$ cat src/rtl/sau_pkg.sv
// ----------------------------------------------------------------------------
// sau_pkg
// Shared types, codes and the microprogram of the stack arithmetic unit.
// ----------------------------------------------------------------------------
package sau_pkg;

  localparam int unsigned STACK_DEPTH_DEF = 1024;

  localparam int unsigned FUNC_W   = 3;
  localparam int unsigned DATA_W   = 32;
  localparam int unsigned PIDX_W   = 10;
  localparam int unsigned STATUS_W = 3;
  localparam int unsigned DEPTH_W  = 11;
  localparam int unsigned UPC_W    = 4;

  typedef enum logic [FUNC_W-1:0] {
    F_PUSH   = 3'd0,
    F_POP    = 3'd1,
    F_ADD    = 3'd2,
    F_SUB    = 3'd3,
    F_MUL    = 3'd4,
    F_DIV    = 3'd5,
    F_PEEK_T = 3'd6,
    F_PEEK_B = 3'd7
  } sau_func_e;

  typedef enum logic [STATUS_W-1:0] {
    ST_OK      = 3'd0,
    ST_EMPTY   = 3'd1,
    ST_FEW     = 3'd2,
    ST_DIVZERO = 3'd3,
    ST_RANGE   = 3'd4,
    ST_FULL    = 3'd5
  } sau_status_e;

  // memory read address source
  typedef enum logic [2:0] {
    RD_NONE,
    RD_TOP,
    RD_NEXT,
    RD_PEEK_T,
    RD_PEEK_B
  } sau_rd_e;

  typedef enum logic [1:0] {
    LD_NONE,
    LD_RIGHT,
    LD_LEFT
  } sau_ld_e;

  typedef enum logic [1:0] {
    C_HOLD,
    C_INC,
    C_DEC,
    C_DEC2
  } sau_cnt_e;

  typedef enum logic [1:0] {
    R_ZERO,
    R_MEM,
    R_ADDSUB,
    R_ALU
  } sau_res_e;

  typedef enum logic [2:0] {
    J_NEXT,
    J_ALWAYS,
    J_SIMPLE,
    J_DIVZ,
    J_BUSY
  } sau_jmp_e;

  typedef struct packed {
    sau_rd_e          rd;
    sau_ld_e          ld;
    logic             alu_go;
    sau_cnt_e         cnt;
    logic             wr;
    logic             wr_push;
    sau_res_e         res;
    logic             divz;
    sau_jmp_e         jmp;
    logic [UPC_W-1:0] tgt;
    logic             done;
  } sau_ucw_t;

  // jump conditions seen by the sequencer
  typedef struct packed {
    logic simple;
    logic divz;
    logic alu_busy;
  } sau_cond_t;

  // entry points
  localparam logic [UPC_W-1:0] UA_PUSH    = 4'd0;
  localparam logic [UPC_W-1:0] UA_POP     = 4'd1;
  localparam logic [UPC_W-1:0] UA_ARITH   = 4'd3;
  localparam logic [UPC_W-1:0] UA_WAIT    = 4'd8;
  localparam logic [UPC_W-1:0] UA_ADDSUB  = 4'd10;
  localparam logic [UPC_W-1:0] UA_DIVZ    = 4'd11;
  localparam logic [UPC_W-1:0] UA_PEEK_T  = 4'd12;
  localparam logic [UPC_W-1:0] UA_PEEK_FIN = 4'd13;
  localparam logic [UPC_W-1:0] UA_PEEK_B  = 4'd14;
  localparam logic [UPC_W-1:0] UA_ERR     = 4'd15;

  localparam sau_ucw_t UCW_NOP = '{
    rd: RD_NONE, ld: LD_NONE, alu_go: 1'b0, cnt: C_HOLD, wr: 1'b0,
    wr_push: 1'b0, res: R_ZERO, divz: 1'b0, jmp: J_NEXT, tgt: '0, done: 1'b0
  };

  function automatic sau_ucw_t ucode(logic [UPC_W-1:0] pc);
    sau_ucw_t w;
    w = UCW_NOP;
    unique case (pc)
      4'd0: begin  // push
        w.wr = 1'b1; w.wr_push = 1'b1; w.cnt = C_INC; w.done = 1'b1;
      end
      4'd1: w.rd = RD_TOP;
      4'd2: begin  // pop
        w.cnt = C_DEC; w.res = R_MEM; w.done = 1'b1;
      end
      4'd3: w.rd = RD_TOP;
      4'd4: begin
        w.rd = RD_NEXT; w.ld = LD_RIGHT;
      end
      4'd5: begin
        w.ld = LD_LEFT; w.cnt = C_DEC2; w.jmp = J_SIMPLE; w.tgt = UA_ADDSUB;
      end
      4'd6: begin
        w.jmp = J_DIVZ; w.tgt = UA_DIVZ;
      end
      4'd7: w.alu_go = 1'b1;
      4'd8: begin
        w.jmp = J_BUSY; w.tgt = UA_WAIT;
      end
      4'd9: begin  // mul / div result
        w.res = R_ALU; w.wr = 1'b1; w.cnt = C_INC; w.done = 1'b1;
      end
      4'd10: begin
        w.res = R_ADDSUB; w.wr = 1'b1; w.cnt = C_INC; w.done = 1'b1;
      end
      4'd11: begin
        w.divz = 1'b1; w.done = 1'b1;
      end
      4'd12: w.rd = RD_PEEK_T;
      4'd13: begin
        w.res = R_MEM; w.done = 1'b1;
      end
      4'd14: begin
        w.rd = RD_PEEK_B; w.jmp = J_ALWAYS; w.tgt = UA_PEEK_FIN;
      end
      4'd15: w.done = 1'b1;
      default: w = UCW_NOP;
    endcase
    return w;
  endfunction

endpackage

$ cat src/rtl/sau_muldiv.sv
// ----------------------------------------------------------------------------
// sau_muldiv
// Radix-2 multiplier and floor divider, one bit per cycle plus a fixup step.
// ----------------------------------------------------------------------------
module sau_muldiv (
  input  logic                        clk_i,
  input  logic                        rst_ni,
  input  logic                        go_i,
  input  logic                        is_div_i,
  input  logic [sau_pkg::DATA_W-1:0]  left_i,
  input  logic [sau_pkg::DATA_W-1:0]  right_i,
  output logic                        busy_o,
  output logic [sau_pkg::DATA_W-1:0]  result_o
);

  localparam int unsigned W  = sau_pkg::DATA_W;
  localparam int unsigned CW = $clog2(W);

  logic          busy_q, busy_d;
  logic          fix_q, fix_d;
  logic [CW-1:0] cnt_q, cnt_d;
  logic [W-1:0]  acc_q, acc_d;
  logic [W-1:0]  q_q, q_d;
  logic [W-1:0]  m_q, m_d;
  logic          neg_q, neg_d;
  logic          div_q, div_d;
  logic [W-1:0]  res_q, res_d;

  logic [W:0]    sh;
  logic [W:0]    diff;
  logic          ge;

  assign sh   = {acc_q, q_q[W-1]};
  assign diff = sh - {1'b0, m_q};
  assign ge   = (sh >= {1'b0, m_q});

  always_comb begin
    busy_d = busy_q;
    fix_d  = fix_q;
    cnt_d  = cnt_q;
    acc_d  = acc_q;
    q_d    = q_q;
    m_d    = m_q;
    neg_d  = neg_q;
    div_d  = div_q;
    res_d  = res_q;
    if (go_i) begin
      busy_d = 1'b1;
      fix_d  = 1'b0;
      cnt_d  = '0;
      acc_d  = '0;
      div_d  = is_div_i;
      neg_d  = left_i[W-1] ^ right_i[W-1];
      if (is_div_i) begin
        q_d = left_i[W-1]  ? (W'(0) - left_i)  : left_i;
        m_d = right_i[W-1] ? (W'(0) - right_i) : right_i;
      end else begin
        q_d = right_i;
        m_d = left_i;
      end
    end else if (busy_q && fix_q) begin
      busy_d = 1'b0;
      fix_d  = 1'b0;
      if (!div_q) begin
        res_d = acc_q;
      end else if (neg_q) begin
        // floor: step down when inexact with mixed signs
        res_d = (W'(0) - q_q) - W'(acc_q != '0);
      end else begin
        res_d = q_q;
      end
    end else if (busy_q) begin
      cnt_d = cnt_q + CW'(1);
      if (cnt_q == CW'(W - 1)) begin
        fix_d = 1'b1;
      end
      if (div_q) begin
        acc_d = ge ? diff[W-1:0] : sh[W-1:0];
        q_d   = {q_q[W-2:0], ge};
      end else begin
        acc_d = q_q[0] ? (acc_q + m_q) : acc_q;
        m_d   = {m_q[W-2:0], 1'b0};
        q_d   = {1'b0, q_q[W-1:1]};
      end
    end
  end

  always_ff @(posedge clk_i or negedge rst_ni) begin
    if (!rst_ni) begin
      busy_q <= 1'b0;
      fix_q  <= 1'b0;
      cnt_q  <= '0;
    end else begin
      busy_q <= busy_d;
      fix_q  <= fix_d;
      cnt_q  <= cnt_d;
    end
  end

  always_ff @(posedge clk_i) begin
    acc_q <= acc_d;
    q_q   <= q_d;
    m_q   <= m_d;
    neg_q <= neg_d;
    div_q <= div_d;
    res_q <= res_d;
  end

  assign busy_o   = busy_q;
  assign result_o = res_q;

endmodule

$ cat config.mk
export PLATFORM = sky130hd
export DESIGN_NAME = sau_muldiv
export DESIGN_NICKNAME = d
export VERILOG_FILES = /design/src/rtl/sau_pkg.sv /design/src/rtl/sau_muldiv.sv
export SDC_FILE = /design/constraint.sdc
export NUM_CORES = 1
export LEC_CHECK = 0
export BUFFER_PORTS_ARGS = -buffer_cell sky130_fd_sc_hd__clkbuf_2
export CORE_UTILIZATION = 63
export CTS_BUF_LIST = sky130_fd_sc_hd__clkbuf_16
export CTS_CLUSTER_DIAMETER = 150
export DETAILED_ROUTE_END_ITERATION = 16
export PLACE_DENSITY_LB_ADDON = 0.2
export SLEW_MARGIN = 20
export SYNTH_ARGS = -nofsm -noshare
export SYNTH_HDL_FRONTEND = slang
export SYNTH_SLANG_ARGS = --single-unit
$ cat constraint.sdc
create_clock -name clk_i -period 4.5 [get_ports clk_i]
set_clock_uncertainty 0.15 [all_clocks]
set_input_delay 0.9 -clock clk_i [delete_from_list [all_inputs] [get_ports clk_i]]
set_output_delay 0.9 -clock clk_i [all_outputs]
set_load 0.01 [all_outputs]
**Word-level counts from Yosys, hierarchy flattened**

Index checks and enable logic that the tools add are counted.

- Output and inout bits: 33
- Bits in registers: 137
- Word-level logic and storage cells: 61

- Reductions and logical operators: 12
- $lt $le $gt $ge: 1
- Multiplexer cells: 26
- Bitwise gates (word level): 3
- Eq/ne operators: 3
- Add/subtract/negate cells: 7

Operators with widths:

| operator | number |
|---|---|
| 2-to-1 mux 32 bit | 17 |
| subtractor 1 x 32 -> 32 bit (first input constant) | 3 |
| >= comparator 33 x 32 -> 1 bit | 1 |
| adder 32 bit | 1 |
| nonzero test 32 bit | 1 |
| subtractor 32 x 1 -> 32 bit | 1 |
| subtractor 32 bit | 1 |
| 2-to-1 mux 5 bit | 3 |
| 2-to-1 mux 1 bit | 6 |
| AND reduction 2 bit | 3 |
| AND reduction 3 bit | 2 |
| nonzero test 2 bit | 3 |
| nonzero test 3 bit | 2 |
| adder 5 x 1 -> 5 bit (second input constant) | 1 |
| == test 5 bit (second input constant) | 1 |
| inequality test 2 bit (second input constant) | 2 |
| NOT 1 bit | 2 |
| logical AND 1 bit | 1 |
| bitwise XOR 1 bit | 1 |

**Longest topological paths before layout**

- Depth in word-level cells: 5
- Mapped depth: 16
- Mapped depth without buffers: 16

**Worst setup path after synthesis**

No wires, ideal clock.

- Path type: flip-flop to flip-flop
- Start: reg div_q
- End: reg m_q[0] (enable)
- Path buffers: 3
- Cell stages (with the launch flop): 5
- Library setup time: 0.466 ns
- Data required time: 3.884 ns
- Data arrival time: 3.296 ns
- Slack: 0.588 ns
- Cells stage by stage: edfxtp_1 > clkbuf_1 > clkbuf_1 > buf_1 > o21ai_0

- Word-level cells in the longest chain between the ends: 2

Ends and longest elaborated chain:

| what | RTL line | text |
|---|---|---|
| start, declared | sau_muldiv.sv:26 | `logic div_q, div_d;` |
| start signal, assigned | sau_muldiv.sv:105 | `div_q <= div_d;` |
| inequality test 2 bit (no source line) | -- |  |
| AND reduction 3 bit (no source line) | -- |  |
| end signal, assigned | sau_muldiv.sv:103 | `m_q <= m_d;` |
| end, declared | sau_muldiv.sv:24 | `logic [W-1:0] m_q, m_d;` |

Every way passes these cells.
A chain may end at the register's enable or synchronous reset.

**Worst setup path after layout**

- Start: reg acc_q[0]
- End: reg res_q[31], in the netlist result_o[31], data pin

- Word-level cells in the longest chain between the ends: 4

Ends and longest elaborated chain:

| what | RTL line | text |
|---|---|---|
| start, declared | sau_muldiv.sv:22 | `logic [W-1:0] acc_q, acc_d;` |
| start signal, assigned | sau_muldiv.sv:101 | `acc_q <= acc_d;` |
| nonzero test 32 bit | sau_muldiv.sv:68 | `res_d = (W'(0) - q_q) - W'(acc_q != '0);` |
| subtractor 32 x 1 -> 32 bit | sau_muldiv.sv:68 |  |
| 2-to-1 mux 32 bit | sau_muldiv.sv:66 | `end else if (neg_q) begin` |
| 2-to-1 mux 32 bit | sau_muldiv.sv:64 | `if (!div_q) begin` |
| end signal, assigned | sau_muldiv.sv:106 | `res_q <= res_d;` |
| end, declared | sau_muldiv.sv:27 | `logic [W-1:0] res_q, res_d;` |

Every way passes these cells.

==> impl_metrics.json <==
{
  "run_status": "finished, final reports clean",
  "leading_cell_types_by_total_area_after_synthesis": "sky130_fd_sc_hd__edfxtp_1, sky130_fd_sc_hd__ha_1, sky130_fd_sc_hd__o21ai_0",
  "tritoncts": "yes",
  "cp_data_arrival_time_ns": 4.33,
  "route.vias.total": 14010,
  "largest_area_contributor_in_the_synthesized_netlist": "sky130_fd_sc_hd__edfxtp_1",
  "tightest_slew_ns": 0.9917,
  "post_drt_via_cell_ratio": 6.713,
  "grt_remaining_overflow": 0,
  "synthCells": 1735,
  "antenna_found_initial": 2,
  "leakagePower_nw": 6.673,
  "regToRegEndpoint": "result_o[31]",
  "power_frac_comb_pct": 57.0,
  "ys_seq_elements": 137,
  "cellPowerDensity_nw_per_um2": 488.1,
  "category_of_the_most_critical_setup_path": "reg -> reg",
  "gpl.final_weighted_congestion": 0.9924,
  "drtIter0Drc": 1253,
  "drtPass1Iterations": 7,
  "syn_avg_cell_area_um2": 8.050,
  "hold_path.class": "in -> async",
  "ys_types": 84,
  "tritoncts_buffers": 17,
  "max_slew_margin_pct": 33.89,
  "synth_edf_count": 98,
  "route.final.wire_length_mm": 44.87,
  "layout.cells.non_filler": 2087,
  "maximum_number_of_pins_on_one_net_before_global_route_repair": 137,
  "critical_path_peak_fanout": 6,
  "die_y_um": 150.9,
  "setup-tns-final_ns": 0,
  "clock_path_buffers": 2,
  "clock_sinks": 137,
  "hold_viol": 0,
  "top_level_ports": 101,
  "hpwl_mm": 33.78,
  "core.rowCount": 54,
  "numPortBuffers": 100,
  "synth_warnings": 0,
  "syn_nets": 1907,
  "finalWorstPathRequiredPeriod_ns": 4.296,
  "max_clock_freq_mhz": 232.8,
  "ctsResizeCount": 0,
  "h-tree-depth": 4,
  "hold_buffers": 0,
  "proportion_of_power_drawn_by_the_clock_network_pct": 19.5,
  "antenna_left": 0,
  "clk_latency_ns": 0.44,
  "wl_per_cell_um": 21.50,
  "post-route-drc-count": 0,
  "post-route-period-util_pct": 95.48,
  "cp-start-kind": "flip-flop",
  "first_global_vias": 12790,
  "synth_top_cells_by_count": "sky130_fd_sc_hd__o21ai_0, sky130_fd_sc_hd__nand2_1, sky130_fd_sc_hd__a21oi_1",
  "clk_pin_slew_ns": 0.07,
  "intPower_mw": 4.128,
  "most_frequent_cell_after_synthesis": "sky130_fd_sc_hd__o21ai_0",
  "clock_tree.root_cell": "sky130_fd_sc_hd__clkbuf_16",
  "core_area_um2": 21760,
  "postSynth.asyncResetShare_pct": 5.109,
  "cts_post_setup_buffers_inserted": 0,
  "areaGrowthSynthToFinish_pct": 10.24,
  "unrepaired_setup_endpoints_after_global_routing": "no",
  "vdd_drop_max_v": 0.0002661,
  "nets": 1965,
  "start_util_pct": 64.20,
  "final.setup.worst_slack_ns": 0.2036,
  "setup_viol_count_final": 0,
  "synth_sequential_area_ratio_pct": 26.91,
  "synthesized_area_um2": 13970,
  "track_usage_pct": 39.21,
  "reg2reg_depth": 17,
  "ys.flop_type": "sky130_fd_sc_hd__edfxtp_1",
  "dpl.cell_count": 2054,
  "drv.max_cap_violation_count": 0,
  "dieWidth_um": 150.9,
  "sequentialPowerShare_pct": 23.5,
  "preCtsSetupSlack_ns": 0.4352,
  "power.switching_fraction_pct": 45.07,
  "post_route_cells_drive_above_1_share_pct": 11.96,
  "r2r_setup_slack_ns": 0.20,
  "global_route_wire_length_before_repair_mm": 68.19,
  "timing.critical_path.required_ns": 4.53,
  "synth.top_cell.area_share_pct": 21.07,
  "regToRegStartpoint": "acc_q[0]",
  "final_core_util_pct": 70.77,
  "critical_path.endpoint_type": "flip-flop",
  "netSwitchingPower_mw": 3.387,
  "fp.dieArea_um2": 22770,
  "drv_slew": 0
}
-- critical path, cell delays in order (launching register included) --
cell and delay [ns]:
sky130_fd_sc_hd__dfxtp_1 0.54, sky130_fd_sc_hd__nor4_1 0.11, sky130_fd_sc_hd__buf_4 0.17, sky130_fd_sc_hd__nand4_1 0.07, sky130_fd_sc_hd__nor2_1 0.08, sky130_fd_sc_hd__ha_1 0.23, sky130_fd_sc_hd__ha_1 0.21, sky130_fd_sc_hd__inv_1 0.08
sky130_fd_sc_hd__ha_1 0.15, sky130_fd_sc_hd__o21bai_1 0.07, sky130_fd_sc_hd__a221oi_1 0.45, sky130_fd_sc_hd__o211ai_1 0.23, sky130_fd_sc_hd__a2111oi_0 0.73, sky130_fd_sc_hd__nor2_1 0.13, sky130_fd_sc_hd__o21ai_1 0.26, sky130_fd_sc_hd__o21ai_0 0.19
sky130_fd_sc_hd__o21ai_0 0.11, sky130_fd_sc_hd__nand3_1 0.08
-- placed cells by master (no fill, tap or decap), types with 8 or more instances in the layout --
cell | netlist | final
sky130_fd_sc_hd__o21ai_0 | 166 | 165
sky130_fd_sc_hd__nand2_1 | 164 | 164
sky130_fd_sc_hd__a21oi_1 | 148 | 147
sky130_fd_sc_hd__nor2_1 | 107 | 107
sky130_fd_sc_hd__ha_1 | 102 | 102
sky130_fd_sc_hd__edfxtp_1 | 98 | 98
sky130_fd_sc_hd__clkbuf_2 | 0 | 98
sky130_fd_sc_hd__inv_1 | 88 | 88
sky130_fd_sc_hd__xor2_1 | 84 | 84
sky130_fd_sc_hd__o211ai_1 | 68 | 68
sky130_fd_sc_hd__a21o_1 | 57 | 57
sky130_fd_sc_hd__xnor2_1 | 49 | 49
sky130_fd_sc_hd__mux2i_1 | 48 | 48
sky130_fd_sc_hd__buf_4 | 2 | 44
sky130_fd_sc_hd__nand3_1 | 38 | 38
sky130_fd_sc_hd__dfxtp_1 | 32 | 32
sky130_fd_sc_hd__nand4_1 | 31 | 31
sky130_fd_sc_hd__a31oi_1 | 29 | 29
sky130_fd_sc_hd__o31ai_1 | 26 | 26
sky130_fd_sc_hd__o21bai_1 | 22 | 22
sky130_fd_sc_hd__nor2b_1 | 19 | 19
sky130_fd_sc_hd__a211oi_1 | 19 | 19
sky130_fd_sc_hd__clkbuf_16 | 0 | 19
sky130_fd_sc_hd__o21a_1 | 17 | 17
sky130_fd_sc_hd__nor3_1 | 15 | 15
sky130_fd_sc_hd__nor4_1 | 14 | 14
sky130_fd_sc_hd__nand2b_1 | 13 | 13
sky130_fd_sc_hd__and3_1 | 13 | 13
sky130_fd_sc_hd__or3_1 | 11 | 11
sky130_fd_sc_hd__or4_1 | 10 | 10
sky130_fd_sc_hd__and4_1 | 9 | 9
sky130_fd_sc_hd__and2_1 | 8 | 8
-- area by class of cell --
cell class,count,area (µm²)
Fill cell,1806,6359
Timing Repair Buffer,145,880.8
Multi-Input combinational cell,1403,9463
Sequential cell,137,3759
Clock inverter,13,132.6
Clock buffer,19,475.5
Inverter,89,334.1
Tap cell,280,350.3
Antenna cell,1,2.502
-- power by group through the flow --
stage	clock network [mW]	registers, mW	logic (mW)
3_5_place_dp	0	1.78	4.14
6_report	1.47	1.76	4.29
3_3_place_gp	0	1.77	4.09
2_1_floorplan	0	1.77	3.00
5_1_grt	1.52	1.78	4.66
4_1_cts	1.46	1.76	4.18
-- metal layers --
layer	up-vias	global-route usage [%]	routed length, µm
li1	6579	-	-
met1	6580	50.49	18420
met2	711	62.71	20520
met3	135	6.476	3654
met4	4	21.30	2249
met5	-	0	25
-- kinds of logic after synthesis --
group | after synthesis | synth area share, %
AOI/OAI and AO/OA | 637 | 29.31
adders and majority gates | 104 | 9.424
xor gates and xnor gates | 133 | 8.340
DFF | 137 | 26.91
muxes | 52 | 3.762
buffers and inverters | 195 | 5.393
and+or+nand+nor | 477 | 16.86
-- flip-flops by register name, indices dropped and copies added, names as in the netlist --
signal    cells
neg_q         1
result_o     32
div_q         1
acc_q        32
fix_q         1
cnt_q         5
m_q          32
q_q          32
busy_o        1
-- per-stage QoR --
step / area, µm² / hold WS (ns) / total power, mW
global route: 15390 / 0.1485 / 7.955
floorplan: 13970 / 0.3443 / 4.770
global placement: 14790 / 0.3656 / 5.864
CTS: 15390 / 0.1347 / 7.400
finish: 15400 / 0.1362 / 7.515
detailed placement: 14790 / 0.3849 / 5.920
-- worst max path at each step --
| stage | start | end | depth (start not counted) |
|---|---|---|---|
| after floorplan | div_q | m_q[0] | 4 |
| after global placement | acc_q[0] | result_o[23] | 17 |
| after detailed placement | acc_q[0] | result_o[31] | 17 |
| after CTS | acc_q[0] | result_o[31] | 17 |
| after global routing | acc_q[0] | result_o[31] | 17 |
| final | acc_q[0] | result_o[31] | 17 |
Note: power is estimated with default switching activity, not from simulation.
