[src/rtl/sau_pkg.sv]
// ----------------------------------------------------------------------------
// sau_pkg
// Shared types, codes and the microprogram of the stack arithmetic unit.
// ----------------------------------------------------------------------------
package sau_pkg;

  localparam int unsigned STACK_DEPTH_DEF = 1024;

  localparam int unsigned FUNC_W   = 3;
  localparam int unsigned DATA_W   = 32;
  localparam int unsigned PIDX_W   = 10;
  localparam int unsigned STATUS_W = 3;
  localparam int unsigned DEPTH_W  = 11;
  localparam int unsigned UPC_W    = 4;

  typedef enum logic [FUNC_W-1:0] {
    F_PUSH   = 3'd0,
    F_POP    = 3'd1,
    F_ADD    = 3'd2,
    F_SUB    = 3'd3,
    F_MUL    = 3'd4,
    F_DIV    = 3'd5,
    F_PEEK_T = 3'd6,
    F_PEEK_B = 3'd7
  } sau_func_e;

  typedef enum logic [STATUS_W-1:0] {
    ST_OK      = 3'd0,
    ST_EMPTY   = 3'd1,
    ST_FEW     = 3'd2,
    ST_DIVZERO = 3'd3,
    ST_RANGE   = 3'd4,
    ST_FULL    = 3'd5
  } sau_status_e;

  // memory read address source
  typedef enum logic [2:0] {
    RD_NONE,
    RD_TOP,
    RD_NEXT,
    RD_PEEK_T,
    RD_PEEK_B
  } sau_rd_e;

  typedef enum logic [1:0] {
    LD_NONE,
    LD_RIGHT,
    LD_LEFT
  } sau_ld_e;

  typedef enum logic [1:0] {
    C_HOLD,
    C_INC,
    C_DEC,
    C_DEC2
  } sau_cnt_e;

  typedef enum logic [1:0] {
    R_ZERO,
    R_MEM,
    R_ADDSUB,
    R_ALU
  } sau_res_e;

  typedef enum logic [2:0] {
    J_NEXT,
    J_ALWAYS,
    J_SIMPLE,
    J_DIVZ,
    J_BUSY
  } sau_jmp_e;

  typedef struct packed {
    sau_rd_e          rd;
    sau_ld_e          ld;
    logic             alu_go;
    sau_cnt_e         cnt;
    logic             wr;
    logic             wr_push;
    sau_res_e         res;
    logic             divz;
    sau_jmp_e         jmp;
    logic [UPC_W-1:0] tgt;
    logic             done;
  } sau_ucw_t;

  // jump conditions seen by the sequencer
  typedef struct packed {
    logic simple;
    logic divz;
    logic alu_busy;
  } sau_cond_t;

  // entry points
  localparam logic [UPC_W-1:0] UA_PUSH    = 4'd0;
  localparam logic [UPC_W-1:0] UA_POP     = 4'd1;
  localparam logic [UPC_W-1:0] UA_ARITH   = 4'd3;
  localparam logic [UPC_W-1:0] UA_WAIT    = 4'd8;
  localparam logic [UPC_W-1:0] UA_ADDSUB  = 4'd10;
  localparam logic [UPC_W-1:0] UA_DIVZ    = 4'd11;
  localparam logic [UPC_W-1:0] UA_PEEK_T  = 4'd12;
  localparam logic [UPC_W-1:0] UA_PEEK_FIN = 4'd13;
  localparam logic [UPC_W-1:0] UA_PEEK_B  = 4'd14;
  localparam logic [UPC_W-1:0] UA_ERR     = 4'd15;

  localparam sau_ucw_t UCW_NOP = '{
    rd: RD_NONE, ld: LD_NONE, alu_go: 1'b0, cnt: C_HOLD, wr: 1'b0,
    wr_push: 1'b0, res: R_ZERO, divz: 1'b0, jmp: J_NEXT, tgt: '0, done: 1'b0
  };

  function automatic sau_ucw_t ucode(logic [UPC_W-1:0] pc);
    sau_ucw_t w;
    w = UCW_NOP;
    unique case (pc)
      4'd0: begin  // push
        w.wr = 1'b1; w.wr_push = 1'b1; w.cnt = C_INC; w.done = 1'b1;
      end
      4'd1: w.rd = RD_TOP;
      4'd2: begin  // pop
        w.cnt = C_DEC; w.res = R_MEM; w.done = 1'b1;
      end
      4'd3: w.rd = RD_TOP;
      4'd4: begin
        w.rd = RD_NEXT; w.ld = LD_RIGHT;
      end
      4'd5: begin
        w.ld = LD_LEFT; w.cnt = C_DEC2; w.jmp = J_SIMPLE; w.tgt = UA_ADDSUB;
      end
      4'd6: begin
        w.jmp = J_DIVZ; w.tgt = UA_DIVZ;
      end
      4'd7: w.alu_go = 1'b1;
      4'd8: begin
        w.jmp = J_BUSY; w.tgt = UA_WAIT;
      end
      4'd9: begin  // mul / div result
        w.res = R_ALU; w.wr = 1'b1; w.cnt = C_INC; w.done = 1'b1;
      end
      4'd10: begin
        w.res = R_ADDSUB; w.wr = 1'b1; w.cnt = C_INC; w.done = 1'b1;
      end
      4'd11: begin
        w.divz = 1'b1; w.done = 1'b1;
      end
      4'd12: w.rd = RD_PEEK_T;
      4'd13: begin
        w.res = R_MEM; w.done = 1'b1;
      end
      4'd14: begin
        w.rd = RD_PEEK_B; w.jmp = J_ALWAYS; w.tgt = UA_PEEK_FIN;
      end
      4'd15: w.done = 1'b1;
      default: w = UCW_NOP;
    endcase
    return w;
  endfunction

endpackage

[src/rtl/sau_useq.sv]
// ----------------------------------------------------------------------------
// sau_useq
// Microprogram sequencer: step counter, dispatch and conditional jumps.
// ----------------------------------------------------------------------------
module sau_useq (
  input  logic                          clk_i,
  input  logic                          rst_ni,
  input  logic                          start_i,
  input  logic [sau_pkg::FUNC_W-1:0]    func_i,
  input  logic                          err_i,
  input  sau_pkg::sau_cond_t            cond_i,
  input  logic                          out_stall_i,
  output sau_pkg::sau_ucw_t             ucw_o,
  output logic                          busy_o,
  output logic                          step_o
);

  localparam int unsigned UW = sau_pkg::UPC_W;

  logic [UW-1:0]     pc_q, pc_d;
  logic              busy_q, busy_d;
  logic [UW-1:0]     entry;
  logic              taken;
  sau_pkg::sau_ucw_t ucw;

  assign ucw = sau_pkg::ucode(pc_q);

  always_comb begin
    if (err_i) begin
      entry = sau_pkg::UA_ERR;
    end else begin
      unique case (sau_pkg::sau_func_e'(func_i))
        sau_pkg::F_PUSH:   entry = sau_pkg::UA_PUSH;
        sau_pkg::F_POP:    entry = sau_pkg::UA_POP;
        sau_pkg::F_PEEK_T: entry = sau_pkg::UA_PEEK_T;
        sau_pkg::F_PEEK_B: entry = sau_pkg::UA_PEEK_B;
        default:           entry = sau_pkg::UA_ARITH;
      endcase
    end
  end

  always_comb begin
    unique case (ucw.jmp)
      sau_pkg::J_ALWAYS: taken = 1'b1;
      sau_pkg::J_SIMPLE: taken = cond_i.simple;
      sau_pkg::J_DIVZ:   taken = cond_i.divz;
      sau_pkg::J_BUSY:   taken = cond_i.alu_busy;
      default:           taken = 1'b0;
    endcase
  end

  // the final step holds while the output register is still occupied
  assign step_o = busy_q && !(ucw.done && out_stall_i);

  always_comb begin
    pc_d   = pc_q;
    busy_d = busy_q;
    if (start_i) begin
      busy_d = 1'b1;
      pc_d   = entry;
    end else if (step_o) begin
      if (ucw.done) begin
        busy_d = 1'b0;
      end else begin
        pc_d = taken ? ucw.tgt : (pc_q + UW'(1));
      end
    end
  end

  always_ff @(posedge clk_i or negedge rst_ni) begin
    if (!rst_ni) begin
      pc_q   <= '0;
      busy_q <= 1'b0;
    end else begin
      pc_q   <= pc_d;
      busy_q <= busy_d;
    end
  end

  assign ucw_o  = ucw;
  assign busy_o = busy_q;

endmodule

[config.mk]
export PLATFORM = sky130hd
export DESIGN_NAME = sau_useq
export DESIGN_NICKNAME = d
export VERILOG_FILES = /design/src/rtl/sau_pkg.sv /design/src/rtl/sau_useq.sv
export SDC_FILE = /design/constraint.sdc
export NUM_CORES = 1
export LEC_CHECK = 0
export BUFFER_PORTS_ARGS = -buffer_cell sky130_fd_sc_hd__buf_2
export CELL_PAD_IN_SITES_DETAIL_PLACEMENT = 0
export CELL_PAD_IN_SITES_GLOBAL_PLACEMENT = 1
export CORE_AREA = 2 2 50 52
export DETAILED_ROUTE_END_ITERATION = 6
export DIE_AREA = 0 0 52 54
export PLACE_DENSITY = 0.84
export SLEW_MARGIN = 20
export SYNTH_ARGS = -nofsm -noshare
export SYNTH_HDL_FRONTEND = slang
export SYNTH_SLANG_ARGS = --single-unit
[constraint.sdc]
create_clock -name clk_i -period 2.5 [get_ports clk_i]
set_input_delay 0.5 -clock clk_i [delete_from_list [all_inputs] [get_ports clk_i]]
set_output_delay 0.5 -clock clk_i [all_outputs]
set_load 0.1 [all_outputs]
## Yosys cells after proc, flatten, opt, wreduce, memory -nomap -nowiden

Cells that the tools add are included.

| word-level totals | value |
|---|---|
| bits in registers | 5 |
| bits of input ports | 11 |
| output and inout port bits | 23 |
| logic and storage cells | 59 |

| cells by class | value |
|---|---|
| add/subtract/negate cells | 1 |
| eq/ne operators | 23 |
| muxes and demuxes | 20 |
| reduce and logical (&&, ||, !) cells | 13 |

Operator list:

| operator | number |
|---|---|
| $eq 4x4->1 const B | 8 |
| $pmux 7 s4 | 1 |
| $mux 4 | 5 |
| $eq 4x3->1 const B | 4 |
| $pmux 4 s4 | 1 |
| $pmux 2 s3 | 2 |
| $pmux 3 s4 | 1 |
| $eq 3x3->1 const B | 3 |
| $eq 4x2->1 const B | 2 |
| $mux 1 | 8 |
| $reduce_or 7->1 | 1 |
| $eq 3x1->1 const B | 2 |
| $eq 3x2->1 const B | 2 |
| $add 4x1->4 const B | 1 |
| $eq 4x1->1 const B | 1 |
| $logic_not 4->1 | 1 |
| $pmux 1 s4 | 1 |
| $pmux 2 s2 | 1 |
| $reduce_and 2->1 | 2 |
| $reduce_bool 2->1 | 2 |
| $reduce_or 2->1 | 2 |
| $logic_not 3->1 | 1 |
| $reduce_or 3->1 | 1 |
| $logic_and 1x1->1 | 2 |
| 2 further kinds | 2 |

## Logic depth before layout (Yosys ltp)

Gate-level depths: netlist of the first run.

| depth | value |
|---|---|
| depth in word-level cells | 8 |
| depth in mapped cells | 8 |
| depth with buffers taken out | 7 |

## Worst setup path before layout of the first run

Ideal clock, no wire load.

| path | value |
|---|---|
| path type | register to output |
| start | register pc_q[1] |
| end | output step_o |
| data arrival time | 4.088 ns |
| data required time | 2.000 ns |
| setup slack | -2.088 ns |
| cell stages (with the launch flop) | 6 |
| path buffers | 0 |
| cells stage by stage | dfrtp_1 > inv_1 > ha_1 > o21ai_0 > nand2_1 > a21boi_0 |

RTL lines:

| element | line | source |
|---|---|---|
| start, declared | sau_useq.sv:20 | `logic [UW-1:0] pc_q, pc_d;` |
| start signal, assigned | sau_useq.sv:75 | `pc_q <= pc_d;` |
| end, declared | sau_useq.sv:15 | `output logic step_o` |

==> impl_metrics.py, run 1 <==
metrics = {
    "yosys": {
        "yosys.area.top_type": "dfrtp_1",
        "postSynth.asyncResetShare": 1.000,
        "yosysSeqAreaShare": 0.1912,
        "synth_area_leaders": "dfrtp_1 19%, ha_1 7.6%, nand2_1 6.9%",
        "synth_edf_count": 0,
        "yosys_warnings": 0,
        "synthDistinctLibCells": 35,
        "synth_commonest_cells": "12 x nand2_1, 7 x and2_1, 7 x nor2_1",
        "syn_nets": 105,
        "synth_most_common_cell": "nand2_1",
        "synth_ff_type": "dfrtp_1",
        "syn_avg_cell_area_sq_um": 7.271,
        "synth-seq-cells": 5,
        "syn-cell-area_sq_um": 654.4,
        "synthesis.instances": 90,
        "synth_top_area_share": 0.1912,
    },
    "layout": {
        "design_area_sq_um": 957.2,
        "drive_gt1_frac": 0.4754,
        "num_antenna_cells": 0,
        "stdcell_count": 152,
        "syn2layout_area_growth_pct": 46.27,
        "nets": 138,
    },
    "global_route": {
        "grt_max_degree": 13,
        "grt_pass1_vias": 653,
        "globalRouteOverflowTotal": 0,
        "grt_pass1_wl_microns": 2801,
        "antenna_found_initial": 0,
        "grt_usage": 0.1333,
    },
    "timing": {
        "setup_slack_ps": 104.7,
        "fmax_mhz": 417.5,
        "hold_viol": 0,
        "skew_ps": 1.081,
        "setup_viol": 0,
        "slew_headroom": 0.6765,
        "fin_crit_ps": 2395,
        "drv_slew": 0,
        "fin_crit_sh": 0.9581,
        "rsz0062_at_grt": "false",
        "worstMarginPinSlew_ps": 488.7,
    },
    "cts": {
        "cts_tree": "yes",
        "numClockSinks": 5,
        "clkTransAtPathRegs_ps": 40,
        "root_buffer": "clkbuf_4",
        "cts_hold_buffers": 0,
        "htreeDepth": 1,
        "cts_buffers": 3,
        "clockBufferDepth": 2,
        "clk_latency_ps": 240,
        "cts_setup_buffers": 0,
    },
    "worst_hold_path": {
        "hold_class": "primary input to async pin",
    },
    "floorplan": {
        "io_pins": 34,
        "std_cell_rows": 18,
        "die_area_sq_um": 2808,
        "core_sq_um": 2320,
        "die_width_microns": 52,
        "start_util": 0.2821,
        "die_h_microns": 54,
    },
    "route": {
        "routedWlPerCell_microns": 11.71,
        "first_pass_iters": 4,
        "drt_iter0_drc": 9,
        "post_drt_via_cell_ratio": 4.908,
        "drtAntennaViolNets": 0,
        "drc": 0,
        "finalWirelength_microns": 1780,
        "routed-via-count": 746,
    },
    "run_status": {
        "status": "completed",
    },
    "flow_run": {
        "drv_cap": 0,
    },
    "worst_setup_path": {
        "cp_max_fo": 6,
        "cp_top_family": "simple AND/OR/NAND/NOR gates",
        "cp_num_buf_inv": 2,
        "start_kind": "register",
        "slowest_delay_ps": 430,
        "crit_arrival_ps": 1900,
        "path_cells": "inv_1, ha_1, nand2b_1, nor2_4, or3_4, buf_2",
        "cpMaxStageDelayCell": "dfrtp_1",
        "cp_data_required_time_ps": 2000,
        "critPathKind": "register to output pin",
        "end_kind": "output pin",
    },
    "placed_design": {
        "gp_congestion": 0.7534,
        "port_buffers": 33,
        "dpl_worst_slack_ps": 160.9,
        "dp.cells": 148,
        "dp_hpwl_microns": 1481,
        "place_area_sq_um": 922.1,
    },
}
==> sequential cells by signal, summed over array words and instances (netlist names) <==
register and flops:
pc_q 4, busy_o 1
==> cell type report <==
type                    count  area, sq um
multi-input cells          74        539.3
clock buffers               4        26.28
well taps                  30        37.54
repair buffers             35        212.7
flip-flops and latches      5        126.4
fillers                   244         1363
inverters                   4        15.01
==> through the flow <==
step                setup TNS [ps]  hold slack (ps)  utilization
detailed placement               0            317.1       0.3975
global route                     0            63.68       0.4126
global placement                 0            317.6       0.3975
CTS                              0            60.06       0.4110
finish                           0            67.84       0.4126
floorplan                   -207.6            204.4            -
==> logic make-up after synthesis <==
kind of cell,Yosys count,share of synthesized area
flip-flops,5,0.1912
buffers and inverters,11,0.08029
AO/OA/AOI/OAI,24,0.2811
AND/OR/NAND/NOR,46,0.3710
adder cells (fa/ha/maj),4,0.07648
==> timing repair <==
action | CTS | global route
gates cloned | 0 | 0
gates resized for setup | 3 | 2
hold endpoints to repair | 0 | 0
endpoints found under the setup margin | 3 | 3
==> layout by cell type (no fill, tap or decap), types with 3 or more instances in the layout <==
cell,count
dfrtp_1,4
nand2b_1,3
nand2_1,11
nor2_1,6
clkbuf_4,3
inv_1,3
and3_1,3
buf_4,3
o21ai_0,3
buf_2,30
and2_1,5
==> final timing paths <==
check	endpoint	from	slack, ps	cells past startpoint
max in group asynchronous	pc_q[0]$_DFFE_PN0P_	rst_ni	2290	1
max	ucw_o[13]	pc_q[1]$_DFFE_PN0P_	100	6
min in group clk_i	busy_o$_DFFE_PN0P_	start_i	590	2
min reg2reg	busy_o$_DFFE_PN0P_	busy_o$_DFFE_PN0P_	600	1
min	pc_q[2]$_DFFE_PN0P_	rst_ni	70	1
max reg2reg	pc_q[0]$_DFFE_PN0P_	pc_q[1]$_DFFE_PN0P_	580	7
==> metal layers <==
layer | track usage | part of all wire | wire length (microns) | vias to the layer above
li1 | - | - | - | 380
met3 | 0.01111 | 0.076 | 135 | 0
met5 | 0 | 0 | 0 | -
met4 | 0.06579 | 0 | 0 | 0
met1 | 0.1581 | 0.45 | 807 | 333
met2 | 0.2405 | 0.47 | 836 | 33
Power of run 1 is not shown: default switching activity piles up to over one toggle a cycle in this logic, so the estimate is an artifact.
==> run 2: changes to the inputs <==
Settings changed: GPL_ROUTABILITY_DRIVEN from default to 0.
Clock period 2.5 ns to 2.4 ns, I/O delays scaled along.
==> run 2 against run 1 <==
  * Setup slack improved by 3.7 ps
  * Clock-buffer cell count unchanged
  * Register-to-register slack got worse by 180 ps
  * Die area unchanged
  * Critical path depth decreased by 1
  * Sequential cell count unchanged
  * Hold slack got worse by 18 ps
  * Design area increased by 5.1%
  * Via count decreased by 1.2%
  * Critical path type unchanged
  * Largest cell class unchanged
  * Highest routed layer unchanged
==> impl_metrics.py, run 2 (same netlist as run 1, synthesis figures left out) <==
metrics = {
    "layout": {
        "top_register": "pc_q",
        "drive_gt1_frac": 0.5118,
        "num_antenna_cells": 0,
        "final_cell_mix": "28 x buf_2, 11 x nand2_1, 9 x buf_4",
        "regArea_sq_um": 126.4,
        "multi_input_area_sq_um": 545.5,
        "nets": 143,
        "syn2layout_area_growth_pct": 53.73,
        "final_common_cell": "buf_2",
        "num-fill-cells": 238,
        "largest_reg_flops": 4,
    },
    "cts": {
        "numClockSinks": 5,
        "cts_hold_buffers": 0,
        "clockBufferDepth": 2,
        "htreeDepth": 1,
        "clk_latency_ps": 240,
        "clkTransAtPathRegs_ps": 40,
        "cts_tree": "yes",
        "root_buffer": "clkbuf_4",
        "cts_buffers": 3,
    },
    "global_route": {
        "grt_max_degree": 11,
        "antenna_found_initial": 0,
        "grt_pass1_wl_microns": 2815,
        "grt_pass1_vias": 668,
        "globalRouteOverflowTotal": 0,
        "grt_usage": 0.1344,
    },
    "timing": {
        "skew_ps": 2.170,
        "setup_viol": 0,
        "fin_crit_ps": 2292,
        "hold_viol": 0,
        "slew_headroom": 0.6764,
        "rsz0062_at_grt": "false",
        "worstMarginPinSlew_ps": 488.8,
        "fin_crit_sh": 0.9548,
        "fmax_mhz": 436.4,
        "setup_slack_ps": 108.4,
        "drv_slew": 0,
    },
    "worst_setup_path": {
        "start_kind": "register",
        "crit_end": "ucw_o[13]",
        "critPathKind": "register to output pin",
        "r2r-end": "pc_q[0]$_DFFE_PN0P_",
        "r2r-start": "pc_q[0]$_DFFE_PN0P_",
        "ff2ff_setup_slack_ps": 400,
        "cp_max_fo": 9,
        "cp_data_required_time_ps": 1920,
        "crit_arrival_ps": 1810,
        "critPathLaunch": "pc_q[0]$_DFFE_PN0P_",
        "end_kind": "output pin",
        "reg2reg_depth": 7,
    },
    "route": {
        "post_drt_via_cell_ratio": 4.694,
        "routed-via-count": 737,
        "drc": 0,
        "drt-met1-wl_microns": 823,
        "first_pass_iters": 4,
        "drtAntennaViolNets": 0,
        "finalWirelength_microns": 1805,
        "wl_met3_microns": 140,
        "drt_iter0_drc": 10,
        "wl_met2_microns": 840,
        "routedWlPerCell_microns": 11.50,
        "routed.top_layer": "met3",
    },
    "floorplan": {
        "std_cell_rows": 18,
        "io_pins": 34,
        "core_sq_um": 2320,
        "die_area_sq_um": 2808,
        "die_h_microns": 54,
        "die_width_microns": 52,
        "start_util": 0.2821,
    },
    "placed_design": {
        "dpl_worst_slack_ps": 138.4,
        "dp_hpwl_microns": 1490,
        "port_buffers": 33,
    },
    "run_status": {
        "status": "completed",
    },
    "worst_hold_path": {
        "hold_class": "primary input to async pin",
    },
    "flow_run": {
        "drv_cap": 0,
    },
}
run 2: repair_timing:
item | in CTS | in global routing
endpoints found under the setup margin | 2 | 4
pin swaps | 0 | 0
endpoints found under the hold margin | 0 | 0
buffers inserted | 2 | 0
gates resized for setup | 3 | 6
run 2: layout make-up:
class                      count  share of cell area
sequential                     5              0.1256
timing repair buffer          40              0.2537
inverter                       4             0.01493
multi-input combinational     74              0.5423
tap                           30             0.03731
clock buffer                   4             0.02612
run 2: through the flow:
| step | util | instances | setup TNS [ps] | area [sq um] | hold WS [ps] |
|---|---|---|---|---|---|
| 2_1_floorplan | - | 90 | -287.6 | 715.7 | 184.4 |
| 3_3_place_gp | 0.4088 | 151 | 0 | 948.4 | 297.9 |
| 6_report | 0.4337 | 157 | 0 | 1006 | 49.71 |
| 3_5_place_dp | 0.4088 | 151 | 0 | 948.4 | 299.0 |
| 4_1_cts | 0.4299 | 157 | 0 | 997.2 | 42.78 |
| 5_1_grt | 0.4337 | 157 | 0 | 1006 | 35.41 |
run 2: how the worst min path moves through the flow:
stage / endpoint / depth (start not counted)
floorplan: busy_o$_DFFE_PN0P_ / 0
global placement: pc_q[3]$_DFFE_PN0P_ / 1
detailed placement: pc_q[3]$_DFFE_PN0P_ / 1
CTS: pc_q[2]$_DFFE_PN0P_ / 1
global route: pc_q[2]$_DFFE_PN0P_ / 1
finish: pc_q[2]$_DFFE_PN0P_ / 1
run 2: per-layer routing:
layer,track usage,vias to the layer above
met2,0.2278,31
met3,0.01944,0
met5,0,-
met4,0.06579,0
met1,0.1664,318
li1,-,388
run 2: worst max-delay path: stages, from the launching register on:
cell     delay [ps]
dfrtp_2         410
inv_1            90
ha_2            240
o21a_2          240
or3_4           360
buf_4           240
Power of run 2 is left out for the same reason.
